--- src/rtl/stp_pkg.sv ---
// Shared types, constants and codes for the stepper position controller.
// No dependencies; every other file but assert_macros.svh imports this package.
package stp_pkg;

  localparam int ANGLE_FRAC_BITS_DEF = 16;
  localparam int TIME_BITS_DEF       = 32;

  localparam int ANGLE_W    = 32;
  localparam int TIME_IN_W  = 32;
  localparam int COUNT_W    = 32;
  localparam int VEL_W      = 25;
  localparam int SPR_W      = 16;
  localparam int GAIN_W     = 16;
  localparam int LIM_W      = 17;
  localparam int CFG_IDX_W  = 2;
  localparam int CFG_DATA_W = 17;

  // Shared multiplier: signed operands wide enough for 32-bit unsigned values.
  localparam int MUL_W   = 34;
  localparam int MUL_P_W = 2 * MUL_W;

  // Error and raw velocity widths.
  localparam int ERR_W = COUNT_W + 1;
  localparam int VF_W  = 50;

  // 2*pi taken as TWO_PI_NUM / TWO_PI_DEN.
  localparam logic [19:0] TWO_PI_NUM     = 20'd314159;
  localparam logic [15:0] TWO_PI_DEN     = 16'd50000;
  localparam int          DIV_REM_W      = 19;
  localparam int          DIV_STEP_BITS  = 4;
  localparam logic [31:0] STEP_THRESHOLD = 32'd256000000;

  localparam logic signed [COUNT_W-1:0] COUNT_MAX = 32'sh7FFF_FFFF;
  localparam logic signed [COUNT_W-1:0] COUNT_MIN = 32'sh8000_0000;

  localparam logic [SPR_W-1:0]         SPR_RESET   = 16'd200;
  localparam logic [GAIN_W-1:0]        GAIN_RESET  = 16'd256;
  localparam logic signed [LIM_W-1:0]  UPPER_RESET = 17'sd1000;
  localparam logic signed [LIM_W-1:0]  LOWER_RESET = -17'sd1000;

  typedef enum logic [CFG_IDX_W-1:0] {
    REG_STEPS_PER_REV = 2'd0,
    REG_GAIN          = 2'd1,
    REG_VEL_UPPER     = 2'd2,
    REG_VEL_LOWER     = 2'd3
  } cfg_reg_t;

  typedef enum logic [3:0] {
    ST_IDLE,
    ST_MUL_K,
    ST_MUL_NUM,
    ST_DIV,
    ST_ERR,
    ST_MUL_VEL,
    ST_CLAMP,
    ST_MUL_TIME,
    ST_COMMIT
  } state_t;

  typedef enum logic [1:0] {
    MUL_K,
    MUL_NUM,
    MUL_VEL,
    MUL_TIME
  } mul_sel_t;

  typedef struct packed {
    logic [SPR_W-1:0]        steps_per_rev;
    logic [GAIN_W-1:0]       gain;
    logic signed [LIM_W-1:0] vel_upper;
    logic signed [LIM_W-1:0] vel_lower;
  } cfg_t;

  typedef struct packed {
    logic     load_in;
    logic     mul_en;
    mul_sel_t mul_sel;
    logic     div_load;
    logic     div_step;
    logic     err_en;
    logic     clamp_en;
    logic     commit;
  } ctrl_cmd_t;

  typedef struct packed {
    logic div_last;
  } dp_stat_t;

endpackage

--- src/rtl/stp_cfg_regs.sv ---
// Configuration register bank of the stepper controller.
// Depends on stp_pkg for the register codes, reset values and cfg_t.
module stp_cfg_regs (
  input  logic                           clk,
  input  logic                           rst,
  input  logic                           wr_valid,
  output logic                           wr_ready,
  input  logic [stp_pkg::CFG_IDX_W-1:0]  wr_index,
  input  logic [stp_pkg::CFG_DATA_W-1:0] wr_data,
  output stp_pkg::cfg_t                  cfg
);
  import stp_pkg::*;

  assign wr_ready = 1'b1;

  always_ff @(posedge clk) begin
    if (rst) begin
      cfg.steps_per_rev <= SPR_RESET;
      cfg.gain          <= GAIN_RESET;
      cfg.vel_upper     <= UPPER_RESET;
      cfg.vel_lower     <= LOWER_RESET;
    end else if (wr_valid) begin
      case (cfg_reg_t'(wr_index))
        REG_STEPS_PER_REV: cfg.steps_per_rev <= wr_data[SPR_W-1:0];
        REG_GAIN:          cfg.gain          <= wr_data[GAIN_W-1:0];
        REG_VEL_UPPER:     cfg.vel_upper     <= wr_data[LIM_W-1:0];
        REG_VEL_LOWER:     cfg.vel_lower     <= wr_data[LIM_W-1:0];
        default: ;
      endcase
    end
  end

endmodule

--- config.mk ---
export PLATFORM = sky130hd
export DESIGN_NAME = stp_cfg_regs
export DESIGN_NICKNAME = d
export VERILOG_FILES = /design/src/rtl/stp_pkg.sv /design/src/rtl/stp_cfg_regs.sv
export SDC_FILE = /design/constraint.sdc
export NUM_CORES = 1
export LEC_CHECK = 0
export BUFFER_PORTS_ARGS = -buffer_cell sky130_fd_sc_hd__buf_2
export CAP_MARGIN = 40
export CORE_ASPECT_RATIO = 2
export CORE_MARGIN = 3
export CORE_UTILIZATION = 40
export CTS_CLUSTER_SIZE = 20
export DETAILED_ROUTE_END_ITERATION = 16
export GPL_TIMING_DRIVEN = 0
export PLACE_DENSITY = 0.75
export SYNTH_ARGS = -nofsm -noshare
export SYNTH_HDL_FRONTEND = slang
export SYNTH_SLANG_ARGS = --single-unit
--- constraint.sdc ---
create_clock -name clk -period 2 [get_ports clk]
set_input_delay 0.4 -clock clk [delete_from_list [all_inputs] [get_ports clk]]
set_output_delay 0.4 -clock clk [all_outputs]
set_load 0.03 [all_outputs]
# After elaboration in Yosys (flattened, before gate mapping)
# Index checks and enable logic that the tools add are counted.
# W data, S select, Z words.
dict set report totals {
  elab_cells 12
  register_bits 66
  mem_bits_rw 0
  rom_bits 0
  n_memories 0
  latchBits 0
}
dict set report op_classes {
  shifts 0
  bitwise_logic 0
  mux 0
  reduce_logical 5
  eq_ne 3
  n_lt_le_gt_ge 0
  n_addsub 0
  n_mul 0
  div 0
}
# operator n
set op_table {}
lappend op_table {{$reduce_and A2 Y1} 4}
lappend op_table {{$eq A2 B2 Y1 const B} 2}
lappend op_table {{$eq A2 B1 Y1 const B} 1}
lappend op_table {{$logic_not A2 Y1} 1}

# Depth between registers and ports, before layout
dict set report depth {
  word_depth 2
  depth_mapped 4
}

# Least setup slack after synthesis
# OpenSTA, ideal clock, no wires.
dict set report synth_timing {
  kind {input port to flip-flop}
  from {in wr_valid}
  to {reg cfg[57] in the netlist's numbering}
  path_slack_ns 0.761
  t_required_ns 1.879
  path_buffers 2
  setup_time_ns 0.121
  stages 4
  arrival_time_ns 1.119
  path_cell_list {buf_4 or3b_1 buf_6 mux2i_1}
}
dict set report synth_via {
  elab_chain_len 1
}
# element line
set synth_lines {}
lappend synth_lines {{start, declared} stp_cfg_regs.sv:6} ;# input logic wr_valid,
lappend synth_lines {{$reduce_and A2 Y1 (no source line)} --}
lappend synth_lines {{end, declared} stp_cfg_regs.sv:10} ;# output stp_pkg::cfg_t cfg
# No other way between the ends.
# A chain may end at the register's enable or synchronous reset.

# Worst setup path after layout
dict set report layout_timing {
  from {reg cfg[6] in the netlist's numbering}
  to {out cfg[6] in the netlist's numbering}
}
# No word-level cell between the ends.

==> flow_metrics.env <==
export IMPL_cts_resized=0
export IMPL_powerDensity_nw_per_um2=923.5
export IMPL_max_vdd_ir_drop_mv=0.4522
export IMPL_clock_root_buffer="clkbuf_16"
export IMPL_async_flop_share_pct=0
export IMPL_power_total_mw=3.222
export IMPL_clk_latency_ns=0.32
export IMPL_gp_congestion=0.7971
export IMPL_rsz0062_at_grt="no"
export IMPL_crit_buf_inv=1
export IMPL_dieArea_um2=7768
export IMPL_drt_pass1_iter_count=4
export IMPL_cts_tree="built"
export IMPL_wirelength_um=7089
export IMPL_rows=41
export IMPL_finalHoldViolCount=0
export IMPL_vias_per_cell=4.837
export IMPL_max_slew_margin_pct=61.75
export IMPL_post_cts_buffers=0
export IMPL_top_register="cfg"
export IMPL_drcViolationCount=0
export IMPL_max_freq_mhz=773.3
export IMPL_port_buffers=84
export IMPL_yosysTopAreaCell="dfxtp_1"
export IMPL_fp_dieW_um=63.84
export IMPL_drive_above_1_share_pct=30.81
export IMPL_num_vias=2143
export IMPL_clock_sinks=66
export IMPL_drtAntennaViolNets=0
export IMPL_clkSlewWorstSetupHoldPaths_ns=0.05
export IMPL_slowest_delay_ns=0.36
export IMPL_nets=374
export IMPL_min_period_over_period_pct=64.65
export IMPL_n_fill_cell=578
export IMPL_largest_reg_flops=66
export IMPL_grtUsageTotal_pct=19.01
export IMPL_hp_class="input port to register"
export IMPL_start_util_pct=41.74
export IMPL_status="finished, final reports clean"
export IMPL_synth_cell_types=15
export IMPL_regArea_um2=1321
export IMPL_fin_area_um2=3488
export IMPL_io_pins=89
export IMPL_cts_hold_buf=0
export IMPL_final_util_pct=54.40
export IMPL_yosysWarningCount=0
export IMPL_clock_path_buffers=2
export IMPL_path_cells="buf_2"
export IMPL_grt_overflow=0
export IMPL_numCtsBuffers=9
export IMPL_die_y_um=121.7
export IMPL_reg_top3="cfg x66"
export IMPL_power_leakage_nw=1.696
export IMPL_drt_iter0_drc=80
export IMPL_ys_seq_elements=66
export IMPL_cp_slowest_cell="dfxtp_1"
export IMPL_avgRoutedWirePerCell_um=16.00
export IMPL_grt_pass1_wl_um=10830
export IMPL_synth_common_cells="dfxtp_1 (66), mux2i_1 (66), nand2b_1 (64), nor2_1 (33)"
export IMPL_synth_cells=257
export IMPL_synth_seq_area_share_pct=49.37
export IMPL_finClkSkew_ns=0
export IMPL_critPathTopFamily="flip-flops"
export IMPL_synth_avg_cell_area_um2=10.41
export IMPL_synth_top_area_share_pct=49.37
export IMPL_hpwl_um=5279
export IMPL_maxCapViolations=0
export IMPL_place_area_um2=3204
export IMPL_ys_flop_type="dfxtp_1"
export IMPL_multi_input_area_um2=1249
export IMPL_path_max_fanout=2
export IMPL_tightest_slew_ns=0.5722
export IMPL_arrival_ns=0.89
export IMPL_path_class="register to primary output"
export IMPL_period_minus_slack_ns=1.293
export IMPL_required_ns=1.60
export IMPL_antenna_found_initial=0
export IMPL_grt_pass1_vias=2180
export IMPL_grt_max_degree=11
export IMPL_synth_edf_count=0
export IMPL_finalSetupTns_ns=0
export IMPL_htree_levels=3
export IMPL_synth_cell_area_um2=2676
export IMPL_setup_viol_count_final=0
export IMPL_endpoint_kind="primary output"
export IMPL_drv_slew=0
export IMPL_synth_nets=279
export IMPL_area_delta_synth_final_pct=30.34
export IMPL_num_antenna_cells=0
export IMPL_start_kind="register"
export IMPL_netlist_top_cells_area="dfxtp_1 (49%), mux2i_1 (25%), nand2b_1 (15%)"
export IMPL_whs_ns=0.3565
export IMPL_core_um2=6412
-- kinds of logic after synthesis --
| kind of cell | Yosys count | synth area share [%] |
|---|---|---|
| and+or+nand+nor | 105 | 21.83 |
| muxes | 66 | 24.68 |
| DFF | 66 | 49.37 |
| buffers and inverters | 19 | 3.974 |
| other | 1 | 0.1401 |
-- worst paths after layout --
check,slack [ns],endpoint,start,depth (start not counted)
max,0.71,cfg[6],cfg[6],1
min,0.36,cfg[16],wr_data[16],3
max reg2reg,1.37,cfg[3],cfg[3],2
min reg2reg,0.47,cfg[29],cfg[29],2
-- layout by cell type (no fill, tap or decap), types with 2 or more instances in the layout --
master / Yosys / routed
and3b_1: 2 / 2
buf_2: 7 / 91
buf_4: 3 / 3
buf_6: 2 / 2
clkbuf_1: 7 / 9
clkbuf_16: 0 / 9
clkbuf_8: 0 / 3
clkinv_2: 0 / 2
dfxtp_1: 66 / 66
mux2i_1: 66 / 66
nand2b_1: 64 / 64
nand3b_1: 2 / 2
nor2_1: 33 / 33
-- power breakdown --
| part | switching [mW] | internal [mW] | total, mW |
|---|---|---|---|
| logic | 0.227 | 0.128 | 0.355 |
| clock network | 0.541 | 0.936 | 1.48 |
| registers | 0.0253 | 1.36 | 1.39 |
| total | 0.794 | 2.43 | 3.22 |
-- stage by stage --
| step | worst slack, ns | cells |
|---|---|---|
| after global routing | 0.6715 | 443 |
| after floorplan | 0.7606 | 257 |
| after detailed placement | 0.6073 | 427 |
| final | 0.7069 | 443 |
| after CTS | 0.6896 | 443 |
| after global placement | 0.6197 | 427 |
-- area by class of cell --
type                    count  share of cell area (%)
multi-input cells         172                   35.80
clock inverters             2                  0.2869
clock buffers              14                   7.855
repair buffers             84                   12.05
flip-flops and latches     66                   37.88
plain buffers              19                   3.049
well taps                  86                   3.085
-- layer usage --
layer | global-route usage (%) | vias up | part of all wire [%]
met3 | 4.244 | 20 | 4.5
met2 | 33.18 | 72 | 54
li1 | - | 1029 | -
met1 | 19.32 | 1022 | 37
met5 | 0 | - | 0
met4 | 14.07 | 0 | 4.4
No activity file was read; power rests on OpenSTA's default activity.
