--- src/rtl/stp_pkg.sv ---
// Shared types, constants and codes for the stepper position controller.
// No dependencies; every other file but assert_macros.svh imports this package.
package stp_pkg;

  localparam int ANGLE_FRAC_BITS_DEF = 16;
  localparam int TIME_BITS_DEF       = 32;

  localparam int ANGLE_W    = 32;
  localparam int TIME_IN_W  = 32;
  localparam int COUNT_W    = 32;
  localparam int VEL_W      = 25;
  localparam int SPR_W      = 16;
  localparam int GAIN_W     = 16;
  localparam int LIM_W      = 17;
  localparam int CFG_IDX_W  = 2;
  localparam int CFG_DATA_W = 17;

  // Shared multiplier: signed operands wide enough for 32-bit unsigned values.
  localparam int MUL_W   = 34;
  localparam int MUL_P_W = 2 * MUL_W;

  // Error and raw velocity widths.
  localparam int ERR_W = COUNT_W + 1;
  localparam int VF_W  = 50;

  // 2*pi taken as TWO_PI_NUM / TWO_PI_DEN.
  localparam logic [19:0] TWO_PI_NUM     = 20'd314159;
  localparam logic [15:0] TWO_PI_DEN     = 16'd50000;
  localparam int          DIV_REM_W      = 19;
  localparam int          DIV_STEP_BITS  = 4;
  localparam logic [31:0] STEP_THRESHOLD = 32'd256000000;

  localparam logic signed [COUNT_W-1:0] COUNT_MAX = 32'sh7FFF_FFFF;
  localparam logic signed [COUNT_W-1:0] COUNT_MIN = 32'sh8000_0000;

  localparam logic [SPR_W-1:0]         SPR_RESET   = 16'd200;
  localparam logic [GAIN_W-1:0]        GAIN_RESET  = 16'd256;
  localparam logic signed [LIM_W-1:0]  UPPER_RESET = 17'sd1000;
  localparam logic signed [LIM_W-1:0]  LOWER_RESET = -17'sd1000;

  typedef enum logic [CFG_IDX_W-1:0] {
    REG_STEPS_PER_REV = 2'd0,
    REG_GAIN          = 2'd1,
    REG_VEL_UPPER     = 2'd2,
    REG_VEL_LOWER     = 2'd3
  } cfg_reg_t;

  typedef enum logic [3:0] {
    ST_IDLE,
    ST_MUL_K,
    ST_MUL_NUM,
    ST_DIV,
    ST_ERR,
    ST_MUL_VEL,
    ST_CLAMP,
    ST_MUL_TIME,
    ST_COMMIT
  } state_t;

  typedef enum logic [1:0] {
    MUL_K,
    MUL_NUM,
    MUL_VEL,
    MUL_TIME
  } mul_sel_t;

  typedef struct packed {
    logic [SPR_W-1:0]        steps_per_rev;
    logic [GAIN_W-1:0]       gain;
    logic signed [LIM_W-1:0] vel_upper;
    logic signed [LIM_W-1:0] vel_lower;
  } cfg_t;

  typedef struct packed {
    logic     load_in;
    logic     mul_en;
    mul_sel_t mul_sel;
    logic     div_load;
    logic     div_step;
    logic     err_en;
    logic     clamp_en;
    logic     commit;
  } ctrl_cmd_t;

  typedef struct packed {
    logic div_last;
  } dp_stat_t;

endpackage

--- src/rtl/stp_ctrl.sv ---
// Sequencing state machine of the stepper controller: steps the datapath
// through one item and owns the input and result handshakes. Uses stp_pkg.
module stp_ctrl (
  input  logic               clk,
  input  logic               rst,
  input  logic               in_valid,
  output logic               in_ready,
  output logic               out_valid,
  input  logic               out_ready,
  output stp_pkg::ctrl_cmd_t cmd,
  input  stp_pkg::dp_stat_t  stat
);
  import stp_pkg::*;

  state_t state;
  state_t state_next;
  logic   out_valid_next;

  always_ff @(posedge clk) begin
    if (rst) begin
      state     <= ST_IDLE;
      out_valid <= 1'b0;
    end else begin
      state     <= state_next;
      out_valid <= out_valid_next;
    end
  end

  always_comb begin
    state_next = state;
    in_ready   = 1'b0;
    cmd        = '0;
    cmd.mul_sel = MUL_K;
    case (state)
      ST_IDLE: begin
        in_ready = 1'b1;
        if (in_valid) begin
          cmd.load_in = 1'b1;
          state_next  = ST_MUL_K;
        end
      end
      ST_MUL_K: begin
        cmd.mul_en  = 1'b1;
        cmd.mul_sel = MUL_K;
        state_next  = ST_MUL_NUM;
      end
      ST_MUL_NUM: begin
        cmd.mul_en   = 1'b1;
        cmd.mul_sel  = MUL_NUM;
        cmd.div_load = 1'b1;
        state_next   = ST_DIV;
      end
      ST_DIV: begin
        cmd.div_step = 1'b1;
        if (stat.div_last) begin
          state_next = ST_ERR;
        end
      end
      ST_ERR: begin
        cmd.err_en = 1'b1;
        state_next = ST_MUL_VEL;
      end
      ST_MUL_VEL: begin
        cmd.mul_en  = 1'b1;
        cmd.mul_sel = MUL_VEL;
        state_next  = ST_CLAMP;
      end
      ST_CLAMP: begin
        cmd.clamp_en = 1'b1;
        state_next   = ST_MUL_TIME;
      end
      ST_MUL_TIME: begin
        cmd.mul_en  = 1'b1;
        cmd.mul_sel = MUL_TIME;
        state_next  = ST_COMMIT;
      end
      ST_COMMIT: begin
        // The result register must be free, or be emptied in this cycle.
        if (!out_valid || out_ready) begin
          cmd.commit = 1'b1;
          state_next = ST_IDLE;
        end
      end
      default: begin
        state_next = ST_IDLE;
      end
    endcase
  end

  always_comb begin
    if (cmd.commit) begin
      out_valid_next = 1'b1;
    end else if (out_ready) begin
      out_valid_next = 1'b0;
    end else begin
      out_valid_next = out_valid;
    end
  end

endmodule

--- config.mk ---
export PLATFORM = sky130hd
export DESIGN_NAME = stp_ctrl
export DESIGN_NICKNAME = d
export VERILOG_FILES = /design/src/rtl/stp_pkg.sv /design/src/rtl/stp_ctrl.sv
export SDC_FILE = /design/constraint.sdc
export NUM_CORES = 1
export LEC_CHECK = 0
export BUFFER_PORTS_ARGS = -buffer_cell sky130_fd_sc_hd__buf_4
export CORE_AREA = 3 3 40 42
export DETAILED_ROUTE_END_ITERATION = 7
export DIE_AREA = 0 0 43 45
export SYNTH_ARGS = -nofsm -noshare
export SYNTH_HDL_FRONTEND = slang
export SYNTH_SLANG_ARGS = --single-unit
--- constraint.sdc ---
create_clock -name clk -period 1.1 [get_ports clk]
set_input_delay 0.11 -clock clk [delete_from_list [all_inputs] [get_ports clk]]
set_output_delay 0.11 -clock clk [all_outputs]
set_load 0.02 [all_outputs]
---- Word level (Yosys, flattened, before mapping) ----
Index checks and enable logic that the tools add are counted.
operators by class
  equal/unequal tests ..................... 11
  multiplexer cells ....................... 16
  reductions and logical operators ........ 5
operator list
  cell                  number
  $pmux W4 S9           1
  $eq A4 B3 Y1 const B  4
  $mux W4               3
  $pmux W3 S4           1
  $mux W1               11
  $eq A4 B2 Y1 const B  2
  $ne A2 B2 Y1 const B  3
  $eq A4 B1 Y1 const B  1
  $eq A4 B4 Y1 const B  1
  $logic_not A4 Y1      1
  $reduce_and A3 Y1     1
  $reduce_bool A2 Y1    1
  $logic_not A1 Y1      1
  $logic_or A1 B1 Y1    1
storage, ports and cells
  register bits ........................... 5
  output and inout bits ................... 11
  logic and storage cells ................. 34

---- Longest topological paths before layout ----
Gate-level depths: netlist of run 1.
  depth in word-level cells ............... 5
  gate-level depth with buffers ........... 4

---- Worst setup path after synthesis of run 1 ----
No wires, ideal clock.
  kind .................................... reg-to-output
  start ................................... register state[1]
  end ..................................... output cmd[8] in the netlist's numbering
  arrival time ............................ 1.584 ns
  data required time ...................... 0.990 ns
  setup slack ............................. -0.594 ns
  stages on the path, launching flop included .. 4
  path buffers ............................ 1
  cells stage by stage .................... dfxtp_1 clkbuf_1 nor4_1 and2_1
RTL lines
  what                    line            text
  from (decl)             stp_ctrl.sv:15  state_t state;
  from (signal assigned)  stp_ctrl.sv:24  state <= state_next;
  to (decl)               stp_ctrl.sv:10  output stp_pkg::ctrl_cmd_t cmd,

==> results.json, run 1 <==
{
  "outcome": "finished with violations",
  "violations": "setup timing",
  "required_ns": 0.99,
  "met1_length_um": 390,
  "fin_cells": 81,
  "core_area_mm2": 0.00128,
  "finalNetCount": 72,
  "cpPeakStageDelay_ns": 0.53,
  "grt_pass1_wl_mm": 1.40,
  "design_area_um2": 638,
  "grt_max_degree": 11,
  "hold_path_class": "input port to flop",
  "cts_tree": "built",
  "dpl_worst_slack_ns": -0.158,
  "syn-cell-area_um2": 323,
  "antenna_found_initial": 0,
  "final_antenna_net_count": 0,
  "fmax_ghz": 0.652,
  "die_w_um": 43,
  "syn_avg_cell_area_um2": 7.87,
  "die_h_um": 45,
  "yosysUniqueCellTypes": 23,
  "dp.cells": 70,
  "clock_latency_ns": 0.25,
  "cp-end-kind": "output port",
  "clkTransAtPathRegs_ns": 0.05,
  "power.density_mw_per_mm2": 1020,
  "grtUsageTotal_pct": 10.1,
  "synth_warnings": 0,
  "drc": 0,
  "route.met3.wl_um": 49,
  "yosysTopAreaCell": "dfxtp_1",
  "top_layer_used": "met4",
  "period_share_pct": 139,
  "synth_cells": 41,
  "start_util_pct": 25.1,
  "crit_chain": "or4b_4 > and2b_1 > buf_6",
  "synth_edf_count": 0,
  "num_rows": 13,
  "leakage_nw": 0.297,
  "fin_crit_ns": 1.53,
  "grt_pass1_vias": 318,
  "synthTopCellsByCount": "5 x dfxtp_1, 4 x nand2_1, 3 x clkbuf_1, 3 x nand2b_1, 3 x nor2_1",
  "layout_setup_ws_ns": -0.433,
  "synth_nets": 46,
  "path_class": "flop to output port",
  "hold_viol": 0,
  "syn_to_final_growth_pct": 97.7,
  "htreeDepth": 1,
  "drive_above_1_share_pct": 69.7,
  "async_reset_ff_share_pct": 0,
  "vias_per_cell": 4.53,
  "crit_fanout": 3,
  "clock_skew_ns": 0.00245,
  "cts_buffer_depth": 2,
  "route.vias.total": 367,
  "routed_wl_um": 954,
  "ys_seq_area_share_pct": 31.0,
  "drt_iter0_drc": 2,
  "dr.pass1.iters": 3,
  "regArea_um2": 103,
  "gp_congestion": 0.738,
  "cp-start-kind": "flop",
  "crit_arrival_ns": 1.42,
  "dr_wl_met2_um": 501,
  "maxSlewViolCount": 0,
  "maxCapViolations": 0,
  "setup_viol": 11,
  "worst_slew_pin_slew_ns": 0.210,
  "ios": 16,
  "synth_area_leaders": "dfxtp_1 31%, nand2b_1 5.8%, xor2_1 5.4%",
  "diodes": 0,
  "gr-total-overflow": 0,
  "synth_top_area_share_pct": 31.0,
  "dieArea_mm2": 0.00194,
  "timing.critical_path.max_delay_family": "simple AND/OR/NAND/NOR gates",
  "multi_input_area_um2": 268,
  "relSlewSlack_pct": 85.9,
  "holdWs_ns": 0.0724,
  "synth_most_common_cell": "dfxtp_1",
  "path_buf_inv": 1,
  "routedWlPerCell_um": 11.8,
  "rsz0062_at_grt": "yes",
  "synth-seq-cells": 5,
  "fillers": 133,
  "cts.sinks": 5,
  "cts-root-buf": "clkbuf_4",
  "portBuffers": 15,
  "numCtsBuffers": 3,
  "ir_drop_mv": 0.404,
  "ys.flop_type": "dfxtp_1",
  "crit_slowest_cell": "or4b_4",
  "placed_cell_area_um2": 495,
  "holdBufCountCts": 0
}
metrics by stage:
stage | TNS [ns] | power (W) | util (%)
global placement | -0.411 | 0.000388 | 38.6
finish | -2.15 | 0.000653 | 49.7
global route | -2.91 | 0.000699 | 49.7
CTS | -2.16 | 0.000647 | 47.9
floorplan | -0.700 | 0.000323 | -
detailed placement | -0.452 | 0.000388 | 38.6
registers in the layout, summed over array words and instances, names as in the netlist:
| register | count |
|---|---|
| out_valid | 1 |
| state | 4 |
worst paths after layout:
path / from / depth (start not counted) / end / slack, ns
max reg2reg: state[1]$_SDFFE_PP0P_ / 3 / state[3]$_SDFFE_PP0P_ / -0.17
min: rst / 2 / state[1]$_SDFFE_PP0P_ / 0.07
min reg2reg: out_valid$_SDFFE_PP0P_ / 2 / out_valid$_SDFFE_PP0P_ / 0.52
max: state[1]$_SDFFE_PP0P_ / 3 / cmd[0] / -0.43
layout by cell type (no fill, tap or decap):
master / Yosys / layout
and3b_1: 1 / 1
and4b_1: 1 / 1
clkbuf_4: 0 / 3
nor2_4: 0 / 1
nand2_1: 4 / 4
and2b_1: 1 / 1
o21bai_1: 1 / 1
a21oi_1: 2 / 1
dfxtp_1: 5 / 3
nor2_1: 3 / 1
dfxtp_2: 0 / 2
nor3_1: 2 / 1
or2_0: 1 / 1
a211oi_2: 0 / 2
and3_4: 0 / 1
nand2b_4: 0 / 1
o21ai_1: 0 / 1
nor2_2: 0 / 1
a21oi_2: 1 / 2
or4b_4: 1 / 1
buf_6: 0 / 7
nor3_2: 0 / 1
buf_4: 1 / 19
nor3b_2: 0 / 2
nand2b_1: 3 / 2
nor4_4: 0 / 1
and2_4: 0 / 1
clkinv_2: 0 / 1
xor2_1: 2 / 2
where the power goes:
part / total (W) / internal, W / switching, W
clock network: 0.000225 / 0.000132 / 0.0000921
registers: 0.000195 / 0.000191 / 0.00000474
logic: 0.000233 / 0.000119 / 0.000115
repair_timing:
| action | CTS | global route |
|---|---|---|
| pin swaps | 2 | 1 |
| setup buffers | 6 | 1 |
| gates resized for setup | 12 | 5 |
| endpoints found under the hold margin | 0 | 0 |
| endpoints found under the setup margin | 11 | 14 |
kinds of logic (layout without fill, tap and decap cells):
logic type / count (synthesis) / after routing / share of synthesized area, %
simple gates: 22 / 22 / 41.9
compound gates: 7 / 7 / 14.3
flops: 5 / 5 / 31.0
buf+inv: 5 / 30 / 7.36
xor+xnor: 2 / 2 / 5.43
final cells by class:
| class | count | share of cell area [%] |
|---|---|---|
| clock buffers | 3 | 3.53 |
| clock inverters | 1 | 0.784 |
| multi-input cells | 31 | 42.0 |
| flip-flops and latches | 5 | 16.1 |
| well taps | 15 | 2.94 |
| repair buffers | 26 | 34.7 |
metal layers:
layer / up-vias / GRT usage [%]
met5: - / 0
met4: 0 / 3.61
met3: 2 / 4.78
met2: 9 / 16.8
met1: 168 / 11.4
li1: 188 / -
worst reg2reg max path: cells and delay by family, from the launching register on:
family             cells  cell delay [ns]
and+or+nand+nor        2             0.76
AOI/OAI and AO/OA      1             0.13
DFF                    1             0.31
(Power assumes the default switching activity.)
==> run 2: changes to the inputs <==
Settings changed: PLACE_DENSITY_LB_ADDON set to 0.12, SKIP_CTS_REPAIR_TIMING set to 1, TNS_END_PERCENT set to 5.
==> results.json, run 2 (synthesis results as in run 1) <==
{
  "outcome": "finished with violations",
  "violations": "setup timing",
  "path_class": "flop to output port",
  "leakage_nw": 0.259,
  "reg2reg_from": "state[2]$_SDFFE_PP0P_",
  "hold_viol": 0,
  "crit_fanout": 3,
  "worstHoldStart": "rst",
  "clock_skew_ns": 0.00675,
  "relSlewSlack_pct": 84.9,
  "maxSlewViolCount": 0,
  "start_util_pct": 25.1,
  "power_w": 0.000617,
  "numCtsBuffers": 3,
  "fin_crit_ns": 1.52,
  "cts.sinks": 5,
  "die_w_um": 43,
  "cts-root-buf": "clkbuf_4",
  "period_share_pct": 139,
  "cts_buffer_depth": 2,
  "finalNetCount": 66,
  "crit_arrival_ns": 1.41,
  "num_rows": 13,
  "cts_tree": "built",
  "ir_drop_mv": 0.454,
  "required_ns": 0.99,
  "final_cell_mix": "17 x buf_4, 4 x nand2_1, 3 x clkbuf_4, 3 x dfxtp_1, 3 x buf_6",
  "routedWlPerCell_um": 11.1,
  "syn_to_final_growth_pct": 73.3,
  "clock_latency_ns": 0.25,
  "layout_setup_ws_ns": -0.424,
  "worst_slew_pin_slew_ns": 0.224,
  "fillers": 137,
  "largest_reg_flops": 4,
  "grt_pass1_wl_mm": 1.36,
  "fmax_ghz": 0.656,
  "r2r_slack_ns": -0.16,
  "gp_congestion": 0.672,
  "grt_pass1_vias": 336,
  "hold_path_class": "input port to flop",
  "worstSetupStartpoint": "state[2]$_SDFFE_PP0P_",
  "diodes": 0,
  "dieArea_mm2": 0.00194,
  "clkTransAtPathRegs_ns": 0.05,
  "core_area_mm2": 0.00128,
  "power.density_mw_per_mm2": 1100,
  "drc": 0,
  "cp-start-kind": "flop",
  "ios": 16,
  "route.vias.total": 350,
  "vias_per_cell": 4.67,
  "drt_iter0_drc": 0,
  "portBuffers": 15,
  "dp_hpwl_um": 643,
  "regMostFlops": "state",
  "setup_viol": 12,
  "antenna_found_initial": 0,
  "top_regs": "state x4, out_valid x1",
  "drive_above_1_share_pct": 61.7,
  "routed_wl_um": 835,
  "gr-total-overflow": 0,
  "fin_tns_setup_ns": -2.60,
  "grtUsageTotal_pct": 9.57,
  "final_antenna_net_count": 0,
  "final_common_cell": "buf_4",
  "cp-end-kind": "output port",
  "grt_max_degree": 11,
  "die_h_um": 45,
  "htreeDepth": 1,
  "dr.pass1.iters": 1,
  "maxCapViolations": 0,
  "rsz0062_at_grt": "yes"
}
==> run 2: final timing paths <==
path,endpoint,cells past startpoint
hold / removal,state[1]$_SDFFE_PP0P_,2
hold reg to reg,out_valid$_SDFFE_PP0P_,2
setup / recovery,cmd[0],3
setup reg to reg,state[3]$_SDFFE_PP0P_,3
==> run 2: area by class of cell <==
class | instances | area [µm²] | share of cell area, %
Timing Repair Buffer | 20 | 161 | 28.9
Tap cell | 15 | 18.8 | 3.36
Clock buffer | 3 | 22.5 | 4.03
Clock inverter | 1 | 5.00 | 0.895
Sequential cell | 5 | 103 | 18.3
Multi-Input combinational cell | 31 | 249 | 44.5
==> run 2: routing by layer <==
layer  up-vias  part of all wire, %  wire [µm]  GRT usage, %
met5         -                    0          0             0
met4         0                  1.7         14          10.8
met3         2                  7.8         65         0.797
met2        14                   49        413          15.9
met1       154                   41        341          10.1
li1        180                    -          -             -
==> run 2: critical path, stage by stage (launching register included) <==
cell	delay, ns
dfxtp_1	0.31
or4b_4	0.53
and2b_1	0.22
buf_6	0.11
==> run 2: power breakdown <==
| group | internal (W) | switching, W | total, W |
|---|---|---|---|
| clock network | 0.000132 | 0.0000826 | 0.000214 |
| logic | 0.0000996 | 0.000106 | 0.000205 |
| registers | 0.000191 | 0.00000560 | 0.000197 |
| total | 0.000423 | 0.000194 | 0.000617 |
==> run 2: metrics by stage <==
stage                     hold slack (ns)  instance area (µm²)  std cells  worst slack, ns  util, %
after floorplan                     0.172                  370         41           -0.143        -
after global placement              0.309                  503         71           -0.152     39.1
after detailed placement            0.315                  503         71           -0.161     39.1
after CTS                          0.0632                  531         75           -0.426     41.3
after global routing               0.0498                  559         75           -0.466     43.5
final                              0.0595                  559         75           -0.424     43.5
